## config.mk

```make
export PLATFORM = sky130hd
export DESIGN_NAME = srt_timestamp_line_parser_flat
export DESIGN_NICKNAME = d
export VERILOG_FILES = /design/src/srtp_pkg.sv /design/src/srtp_in_if.sv /design/src/srtp_out_if.sv /design/src/srtp_core.sv /design/src/srt_timestamp_line_parser.sv /design/src/flat_wrapper.sv
export SDC_FILE = /design/constraint.sdc
export NUM_CORES = 2
export LEC_CHECK = 0
export BUFFER_PORTS_ARGS = -buffer_cell sky130_fd_sc_hd__buf_4
export CAP_MARGIN = 0
export CORE_AREA = 2 2 288 404
export CTS_CLUSTER_DIAMETER = 40
export CTS_CLUSTER_SIZE = 20
export DETAILED_ROUTE_END_ITERATION = 8
export DIE_AREA = 0 0 290 406
export PLACE_DENSITY_LB_ADDON = 0.2
export SYNTH_ARGS = -nofsm -noshare
export SYNTH_HDL_FRONTEND = slang
export SYNTH_SLANG_ARGS = --single-unit
```

## constraint.sdc

```tcl
create_clock -name clk -period 17 [get_ports clk]
set_clock_uncertainty 0.15 [all_clocks]
set_input_delay 1.7 -clock clk [delete_from_list [all_inputs] [get_ports clk]]
set_output_delay 1.7 -clock clk [all_outputs]
set_load 0.01 [all_outputs]
```

## src/srtp_pkg.sv

```systemverilog
// Shared types, constants and pattern tables of the SRT timestamp line parser.
package srtp_pkg;

  localparam int unsigned POS_W = 5;

  localparam logic [POS_W-1:0] POS_FIRST     = 5'd0;
  localparam logic [POS_W-1:0] POS_END_FIRST = 5'd7;
  localparam logic [POS_W-1:0] POS_LAST_NUM  = 5'd18;
  localparam logic [POS_W-1:0] POS_DONE      = 5'd19;

  localparam logic [7:0] CH_TAB   = 8'h09;
  localparam logic [7:0] CH_CR    = 8'h0D;
  localparam logic [7:0] CH_SPACE = 8'h20;
  localparam logic [7:0] CH_PLUS  = 8'h2B;
  localparam logic [7:0] CH_COMMA = 8'h2C;
  localparam logic [7:0] CH_DASH  = 8'h2D;
  localparam logic [7:0] CH_ZERO  = 8'h30;
  localparam logic [7:0] CH_NINE  = 8'h39;
  localparam logic [7:0] CH_COLON = 8'h3A;
  localparam logic [7:0] CH_GT    = 8'h3E;
  localparam logic [7:0] CH_NONE  = 8'h00;

  localparam logic [31:0] MULT_MIN = 32'd60;
  localparam logic [31:0] MULT_MS  = 32'd1000;
  localparam logic [31:0] MULT_DEC = 32'd10;

  typedef enum logic [1:0] {
    EK_NUM,
    EK_LIT,
    EK_WS
  } elem_kind_t;

  typedef struct packed {
    logic               matched;
    logic signed [31:0] start_ms;
    logic signed [31:0] end_ms;
  } result_t;

  typedef struct packed {
    logic [POS_W-1:0] pos;
    logic             mismatch;
  } status_t;

  function automatic elem_kind_t elem_kind(input logic [POS_W-1:0] pos);
    elem_kind_t k;
    case (pos) inside
      5'd1, 5'd3, 5'd5, 5'd8, 5'd9, 5'd10, 5'd13, 5'd15, 5'd17: k = EK_LIT;
      5'd7, 5'd11:                                              k = EK_WS;
      default:                                                  k = EK_NUM;
    endcase
    return k;
  endfunction

  function automatic logic [7:0] elem_char(input logic [POS_W-1:0] pos);
    logic [7:0] c;
    case (pos) inside
      5'd1, 5'd3, 5'd13, 5'd15: c = CH_COLON;
      5'd5, 5'd17:              c = CH_COMMA;
      5'd8, 5'd9:               c = CH_DASH;
      5'd10:                    c = CH_GT;
      default:                  c = CH_NONE;
    endcase
    return c;
  endfunction

  function automatic logic [31:0] elem_mult(input logic [POS_W-1:0] pos);
    return (pos == 5'd6 || pos == POS_LAST_NUM) ? MULT_MS : MULT_MIN;
  endfunction

endpackage

```

## src/srtp_in_if.sv

```systemverilog
// Byte input channel of the SRT timestamp line parser.
interface srtp_in_if;
  logic       valid;
  logic       ready;
  logic [7:0] ch;
  logic       line_last;

  modport source (output valid, output ch, output line_last, input ready);
  modport sink   (input valid, input ch, input line_last, output ready);
endinterface

```

## src/srtp_out_if.sv

```systemverilog
// Result channel of the SRT timestamp line parser.
interface srtp_out_if;
  logic               valid;
  logic               ready;
  logic               matched;
  logic signed [31:0] start_ms;
  logic signed [31:0] end_ms;

  modport source (output valid, output matched, output start_ms, output end_ms, input ready);
  modport sink   (input valid, input matched, input start_ms, input end_ms, output ready);
endinterface

```

## src/srtp_core.sv

```systemverilog
// Pattern matcher state and per-byte register update of the SRT timestamp line parser.
module srtp_core (
  input  logic              clk,
  input  logic              rst_n,
  input  logic              take,
  input  logic [7:0]        ch,
  input  logic              line_last,
  output srtp_pkg::result_t res,
  output srtp_pkg::status_t stat
);
  import srtp_pkg::*;

  logic [POS_W-1:0] pos_r, pos_nxt;
  logic [31:0]      val_r, val_nxt;
  logic             neg_r, neg_nxt;
  logic             dig_r, dig_nxt;
  logic             sgn_r, sgn_nxt;
  logic [31:0]      st_r, st_nxt;
  logic [31:0]      et_r, et_nxt;
  logic             mis_r, mis_nxt;

  logic       go;
  logic       is_sp;
  logic       is_sgn;
  logic       is_dig;
  logic       is_minus;
  logic       ok;
  logic [31:0] dval;

  function automatic logic [31:0] fold(input logic [31:0] total, input logic [31:0] mag,
                                       input logic neg, input logic [POS_W-1:0] pos);
    logic [31:0] v;
    v = neg ? (32'd0 - mag) : mag;
    return total * elem_mult(pos) + v;
  endfunction

  assign is_sp    = (ch == CH_SPACE) || (ch >= CH_TAB && ch <= CH_CR);
  assign is_minus = (ch == CH_DASH);
  assign is_sgn   = (ch == CH_PLUS) || is_minus;
  assign is_dig   = (ch >= CH_ZERO) && (ch <= CH_NINE);
  assign dval     = {28'd0, ch[3:0]};

  always_comb begin
    pos_nxt = pos_r;
    val_nxt = val_r;
    neg_nxt = neg_r;
    dig_nxt = dig_r;
    sgn_nxt = sgn_r;
    st_nxt  = st_r;
    et_nxt  = et_r;
    mis_nxt = mis_r;
    go      = !mis_r && (pos_r < POS_DONE);

    // number element with its running state
    if (go && elem_kind(pos_nxt) == EK_NUM) begin
      if (is_sp && !dig_nxt && !sgn_nxt) begin
        go = 1'b0;
      end else if (is_sgn && !dig_nxt && !sgn_nxt) begin
        sgn_nxt = 1'b1;
        neg_nxt = is_minus;
        go      = 1'b0;
      end else if (is_dig) begin
        val_nxt = val_nxt * MULT_DEC + dval;
        dig_nxt = 1'b1;
        go      = 1'b0;
      end else if (!dig_nxt) begin
        mis_nxt = 1'b1;
        go      = 1'b0;
      end else begin
        if (pos_nxt < POS_END_FIRST) begin
          st_nxt = fold(st_nxt, val_nxt, neg_nxt, pos_nxt);
        end else begin
          et_nxt = fold(et_nxt, val_nxt, neg_nxt, pos_nxt);
        end
        val_nxt = 32'd0;
        neg_nxt = 1'b0;
        dig_nxt = 1'b0;
        sgn_nxt = 1'b0;
        pos_nxt = pos_nxt + 5'd1;
      end
    end

    // whitespace run
    if (go && pos_nxt < POS_DONE && elem_kind(pos_nxt) == EK_WS) begin
      if (is_sp) begin
        go = 1'b0;
      end else begin
        pos_nxt = pos_nxt + 5'd1;
      end
    end

    // literal
    if (go && pos_nxt < POS_DONE && elem_kind(pos_nxt) == EK_LIT) begin
      if (ch == elem_char(pos_nxt)) begin
        pos_nxt = pos_nxt + 5'd1;
      end else begin
        mis_nxt = 1'b1;
      end
      go = 1'b0;
    end

    // fresh number reached past a whitespace run
    if (go && pos_nxt < POS_DONE && elem_kind(pos_nxt) == EK_NUM) begin
      if (is_sgn) begin
        sgn_nxt = 1'b1;
        neg_nxt = is_minus;
      end else if (is_dig) begin
        val_nxt = dval;
        dig_nxt = 1'b1;
      end else begin
        mis_nxt = 1'b1;
      end
    end

    // close the last number at line end
    if (line_last && !mis_nxt && pos_nxt == POS_LAST_NUM && dig_nxt) begin
      et_nxt  = fold(et_nxt, val_nxt, neg_nxt, pos_nxt);
      pos_nxt = POS_DONE;
    end

    ok           = !mis_nxt && (pos_nxt == POS_DONE);
    res.matched  = ok;
    res.start_ms = ok ? $signed(st_nxt) : 32'sd0;
    res.end_ms   = ok ? $signed(et_nxt) : 32'sd0;
  end

  always_ff @(posedge clk) begin
    if (!rst_n || (take && line_last)) begin
      pos_r <= POS_FIRST;
      val_r <= 32'd0;
      neg_r <= 1'b0;
      dig_r <= 1'b0;
      sgn_r <= 1'b0;
      st_r  <= 32'd0;
      et_r  <= 32'd0;
      mis_r <= 1'b0;
    end else if (take) begin
      pos_r <= pos_nxt;
      val_r <= val_nxt;
      neg_r <= neg_nxt;
      dig_r <= dig_nxt;
      sgn_r <= sgn_nxt;
      st_r  <= st_nxt;
      et_r  <= et_nxt;
      mis_r <= mis_nxt;
    end
  end

  assign stat.pos      = pos_r;
  assign stat.mismatch = mis_r;

endmodule

```

## src/srt_timestamp_line_parser.sv

```systemverilog
// Top level of the SRT timestamp line parser: byte intake, matcher and result register.
// Streams one text line a byte per beat and matches "H:M:S,ms --> H:M:S,ms" with
// scanf-style number rules (leading whitespace, optional sign, wrapping magnitude).
// The matcher state advances in a single register update per accepted beat, so a new
// byte is taken on every clock while the result register is empty or being drained.
// On the beat that carries line_last, one result appears on the output channel in the
// next cycle with the match flag and both times in milliseconds (zero times when the
// line does not match). Bytes after the eighth number are ignored.
module srt_timestamp_line_parser (
  input  logic            clk,
  input  logic            rst_n,
  srtp_in_if.sink         in_bus,
  srtp_out_if.source      out_bus
);
  import srtp_pkg::*;

  logic    accept;
  logic    out_valid_r;
  result_t res;
  result_t res_r;
  status_t stat;

  assign in_bus.ready = !out_valid_r || out_bus.ready;
  assign accept       = in_bus.valid && in_bus.ready;

  srtp_core u_core (
    .clk       (clk),
    .rst_n     (rst_n),
    .take      (accept),
    .ch        (in_bus.ch),
    .line_last (in_bus.line_last),
    .res       (res),
    .stat      (stat)
  );

  always_ff @(posedge clk) begin
    if (!rst_n) begin
      out_valid_r <= 1'b0;
    end else if (accept && in_bus.line_last) begin
      out_valid_r <= 1'b1;
    end else if (out_bus.ready) begin
      out_valid_r <= 1'b0;
    end
  end

  always_ff @(posedge clk) begin
    if (accept && in_bus.line_last) begin
      res_r <= res;
    end
  end

  assign out_bus.valid    = out_valid_r;
  assign out_bus.matched  = res_r.matched;
  assign out_bus.start_ms = res_r.start_ms;
  assign out_bus.end_ms   = res_r.end_ms;

  a_last_gives_result: assert property (@(posedge clk) disable iff (!rst_n)
    accept && in_bus.line_last |=> out_valid_r)
    else $error("line end beat did not load a result");

  a_result_has_cause: assert property (@(posedge clk) disable iff (!rst_n)
    $rose(out_valid_r) |-> $past(accept && in_bus.line_last))
    else $error("result appeared without a line end beat");

  a_line_clears: assert property (@(posedge clk) disable iff (!rst_n)
    accept && in_bus.line_last |=> stat.pos == POS_FIRST && !stat.mismatch)
    else $error("matcher did not return to line start");

  a_unmatched_zero: assert property (@(posedge clk) disable iff (!rst_n)
    out_valid_r && !res_r.matched |-> res_r.start_ms == 32'sd0 && res_r.end_ms == 32'sd0)
    else $error("unmatched result carries nonzero times");

endmodule

```

## src/flat_wrapper.sv

```systemverilog
// flat-port wrapper written by rule: the top's interface ports become plain ports
module srt_timestamp_line_parser_flat import srtp_pkg::*;
  (clk, rst_n, in_bus_valid, in_bus_ch, in_bus_line_last, in_bus_ready, out_bus_valid, out_bus_matched, out_bus_start_ms, out_bus_end_ms, out_bus_ready);
  srtp_in_if in_bus_i ();
  srtp_out_if out_bus_i ();
  input  logic clk;
  input  logic rst_n;
  input wire logic [$bits(in_bus_i.valid)-1:0] in_bus_valid;
  input wire logic [$bits(in_bus_i.ch)-1:0] in_bus_ch;
  input wire logic [$bits(in_bus_i.line_last)-1:0] in_bus_line_last;
  output wire logic [$bits(in_bus_i.ready)-1:0] in_bus_ready;
  output wire logic [$bits(out_bus_i.valid)-1:0] out_bus_valid;
  output wire logic [$bits(out_bus_i.matched)-1:0] out_bus_matched;
  output wire logic [$bits(out_bus_i.start_ms)-1:0] out_bus_start_ms;
  output wire logic [$bits(out_bus_i.end_ms)-1:0] out_bus_end_ms;
  input wire logic [$bits(out_bus_i.ready)-1:0] out_bus_ready;
  assign in_bus_i.valid = in_bus_valid;
  assign in_bus_i.ch = in_bus_ch;
  assign in_bus_i.line_last = in_bus_line_last;
  assign in_bus_ready = in_bus_i.ready;
  assign out_bus_valid = out_bus_i.valid;
  assign out_bus_matched = out_bus_i.matched;
  assign out_bus_start_ms = out_bus_i.start_ms;
  assign out_bus_end_ms = out_bus_i.end_ms;
  assign out_bus_i.ready = out_bus_ready;
  srt_timestamp_line_parser u_core (.clk(clk), .rst_n(rst_n), .in_bus(in_bus_i), .out_bus(out_bus_i));
endmodule
```

==> results.cfg <==
[outcome]
status = finished, final reports clean

[critical_path]
critical_path_class = primary input to flip-flop
path_max_fanout = 33
cp.arrival_ns = 15.04
path_delay_family = compound AO/OA/AOI/OAI gates
worst_setup_path_start_kind = primary input
end_kind = flip-flop
cp_num_buf_inv = 7
max_stage_delay_ns = 0.61
slowest_stage = o2111ai_1
required_ns = 17.29

[sta]
maxSlewHeadroom_pct = 24.44
setup_slack_ns = 2.245
maxSlewViolCount = 0
max_freq_mhz = 67.77
fin_crit_ns = 14.76
worst_slew_pin_slew_ns = 1.122
finalSetupTns_ns = 0
finalSetupViolCount = 0
hold_viol = 0
rsz0062_at_grt = no
fin_crit_sh_pct = 86.80

[synthesis]
async_reset_ff_share_pct = 0
yosysMostFrequentCell = inv_1
synth_top_cell_by_area = fa_1
synth-edff-count = 65
ys_ff_latch = 171
syn_area_per_cell_um2 = 8.783
syn_area_um2 = 32940
synth.top_cell.area_share_pct = 30.94
yosysWarningCount = 0
synthTopCellsByCount = inv_1, fa_1, nand2_1
syn_nets = 4631
ys.flop_type = dfxtp_1
netlist_top_cells_area = fa_1, ha_1, inv_1, dfxtp_1, edfxtp_1
seq_area_frac_synth_pct = 12.37
yosys.cell_types.count = 89
synthCells = 3750

[clock_tree]
htreeDepth = 4
postCtsSetupBuffers = 0
clkTransAtPathRegs_ns = 0.07
cts_tree = yes
cts_resized = 0
cts_hold_buf = 0
cts-root-buf = clkbuf_16
cts_buffers = 17
insertion_delay_ns = 0.54
clockBufferDepth = 2
clock-sinks = 171

[route]
postRouteAntennaNets = 0
num_vias = 25240
dr.max_layer_used = met4
wl_met2_mm = 49.34
viasPerCell = 4.800
wl_met1_mm = 39.98
wl_per_cell_um = 17.97
dr.first_iter.drc_count = 1187
drt_pass1_iterations = 5
detail_route.drc_violations = 0
wl_met3_mm = 2.733
drt-total-wl_mm = 94.51

[die]
rows = 147
die_area_um2 = 117700
core_area_um2 = 114200
num_io_pins = 80
start_util_pct = 28.84
die_y_um = 406
die_w_um = 290

[placement]
gp_routability_congestion = 0.8484
dp.cells = 5225
port_buffers = 79
dp_slack_ns = 1.753
dp_hpwl_mm = 80.09
dpl_cell_area_um2 = 35170

[cells_and_area]
n_fill_cell = 12110
final_net_count = 4635
area_delta_synth_final_pct = 8.551
postLayoutCellArea_um2 = 35750
finalNonFillerCells = 5258
drive_gt1_share_pct = 4.911

[global_routing]
grt_pass1_wl_mm = 152.7
grt_max_degree = 106
grt_usage_pct = 16.75
grt_pass1_vias = 27380
gr-total-overflow = 0
antenna_found_initial = 2

[flow_run]
cap_violations = 0

[pwr]
vdd_drop_max_uv = 90.40
powerDensity_nw_per_um2 = 39.95
power_leakage_uw = 0.01663

[min_path]
min_path_type = flip-flop to flip-flop
[metrics by stage]
stage / util (%) / hold slack, ns / total power (uW)
CTS: 31.30 / 0.3052 / 1462
floorplan: - / 0.2821 / 863.1
global route: 31.30 / 0.3271 / 1540
finish: 31.30 / 0.3039 / 1428
global placement: 30.79 / 0.2883 / 1010
detailed placement: 30.79 / 0.2966 / 1010
[final cells by class]
cell class / instances / area (um^2) / share of cell area [%]
Clock buffer: 17 / 425.4 / 1.190
Inverter: 673 / 2527 / 7.069
Tap cell: 1490 / 1864 / 5.215
Sequential cell: 171 / 4074 / 11.39
Antenna cell: 1 / 2.502 / 0.006999
Multi-Input combinational cell: 2791 / 25950 / 72.58
Timing Repair Buffer: 100 / 750.7 / 2.100
Clock inverter: 15 / 157.7 / 0.4410
[worst min-delay path: stages (launching register included)]
cell and delay [ns]:
dfxtp_1 0.31, nand2_1 0.05, a21oi_1 0.05
[cell usage in the layout, fill, tap and decap left out, drive strengths merged, types with 59 or more instances in the layout]
cell and n:
buf 100, edfxtp 65, and2 109, xnor2 137
xor2 59, fa 509, nor3 67, nand2 360
ha 359, o21ai 95, inv 680, a21oi 188
nor2 305, a211oi 66, dfxtp 106
[power breakdown]
part	switching (uW)	internal, uW
clock network	221	207
logic	332	219
registers	14.5	435
total	567	861
[final timing paths]
check | end | cells after the start | slack [ns] | startpoint
worst max-delay path | u_core.u_core.et_r[31] | 49 | 2.24 | in_bus_ch[2]
worst min-delay path | u_core.u_core.st_r[30] | 2 | 0.30 | u_core.u_core.st_r[30]
worst max register to register | u_core.u_core.et_r[31] | 50 | 2.58 | u_core.u_core.pos_r[0]
worst min register to register | u_core.u_core.st_r[30] | 2 | 0.30 | u_core.u_core.st_r[30]
[cells by family after synthesis]
group                    share of synthesized area, %
other                                         0.01139
AO/OA/AOI/OAI                                   12.42
buffers and inverters                           8.992
flip-flops                                      12.37
AND/OR/NAND/NOR                                 15.43
multiplexers                                   0.9193
adder cells (fa/ha/maj)                         44.58
XOR/XNOR                                        5.281
[layer usage]
metal	vias to the layer above	track usage [%]
met5	-	0
met4	0	5.610
met3	96	1.928
met2	366	31.28
met1	12490	19.83
li1	12290	-
[registers in the layout, summed over array words and instances, names as in the netlist]
register	cells
u_core.out_bus.end_ms	32
u_core.u_core.mis_r	1
u_core.u_core.sgn_r	1
u_core.u_core.pos_r	5
u_core.u_core.val_r	32
u_core.out_bus.valid	1
u_core.out_bus.matched	1
u_core.u_core.st_r	32
u_core.out_bus.start_ms	32
u_core.u_core.et_r	32
u_core.u_core.neg_r	1
u_core.u_core.dig_r	1
Power figures use the tool's default switching activity.
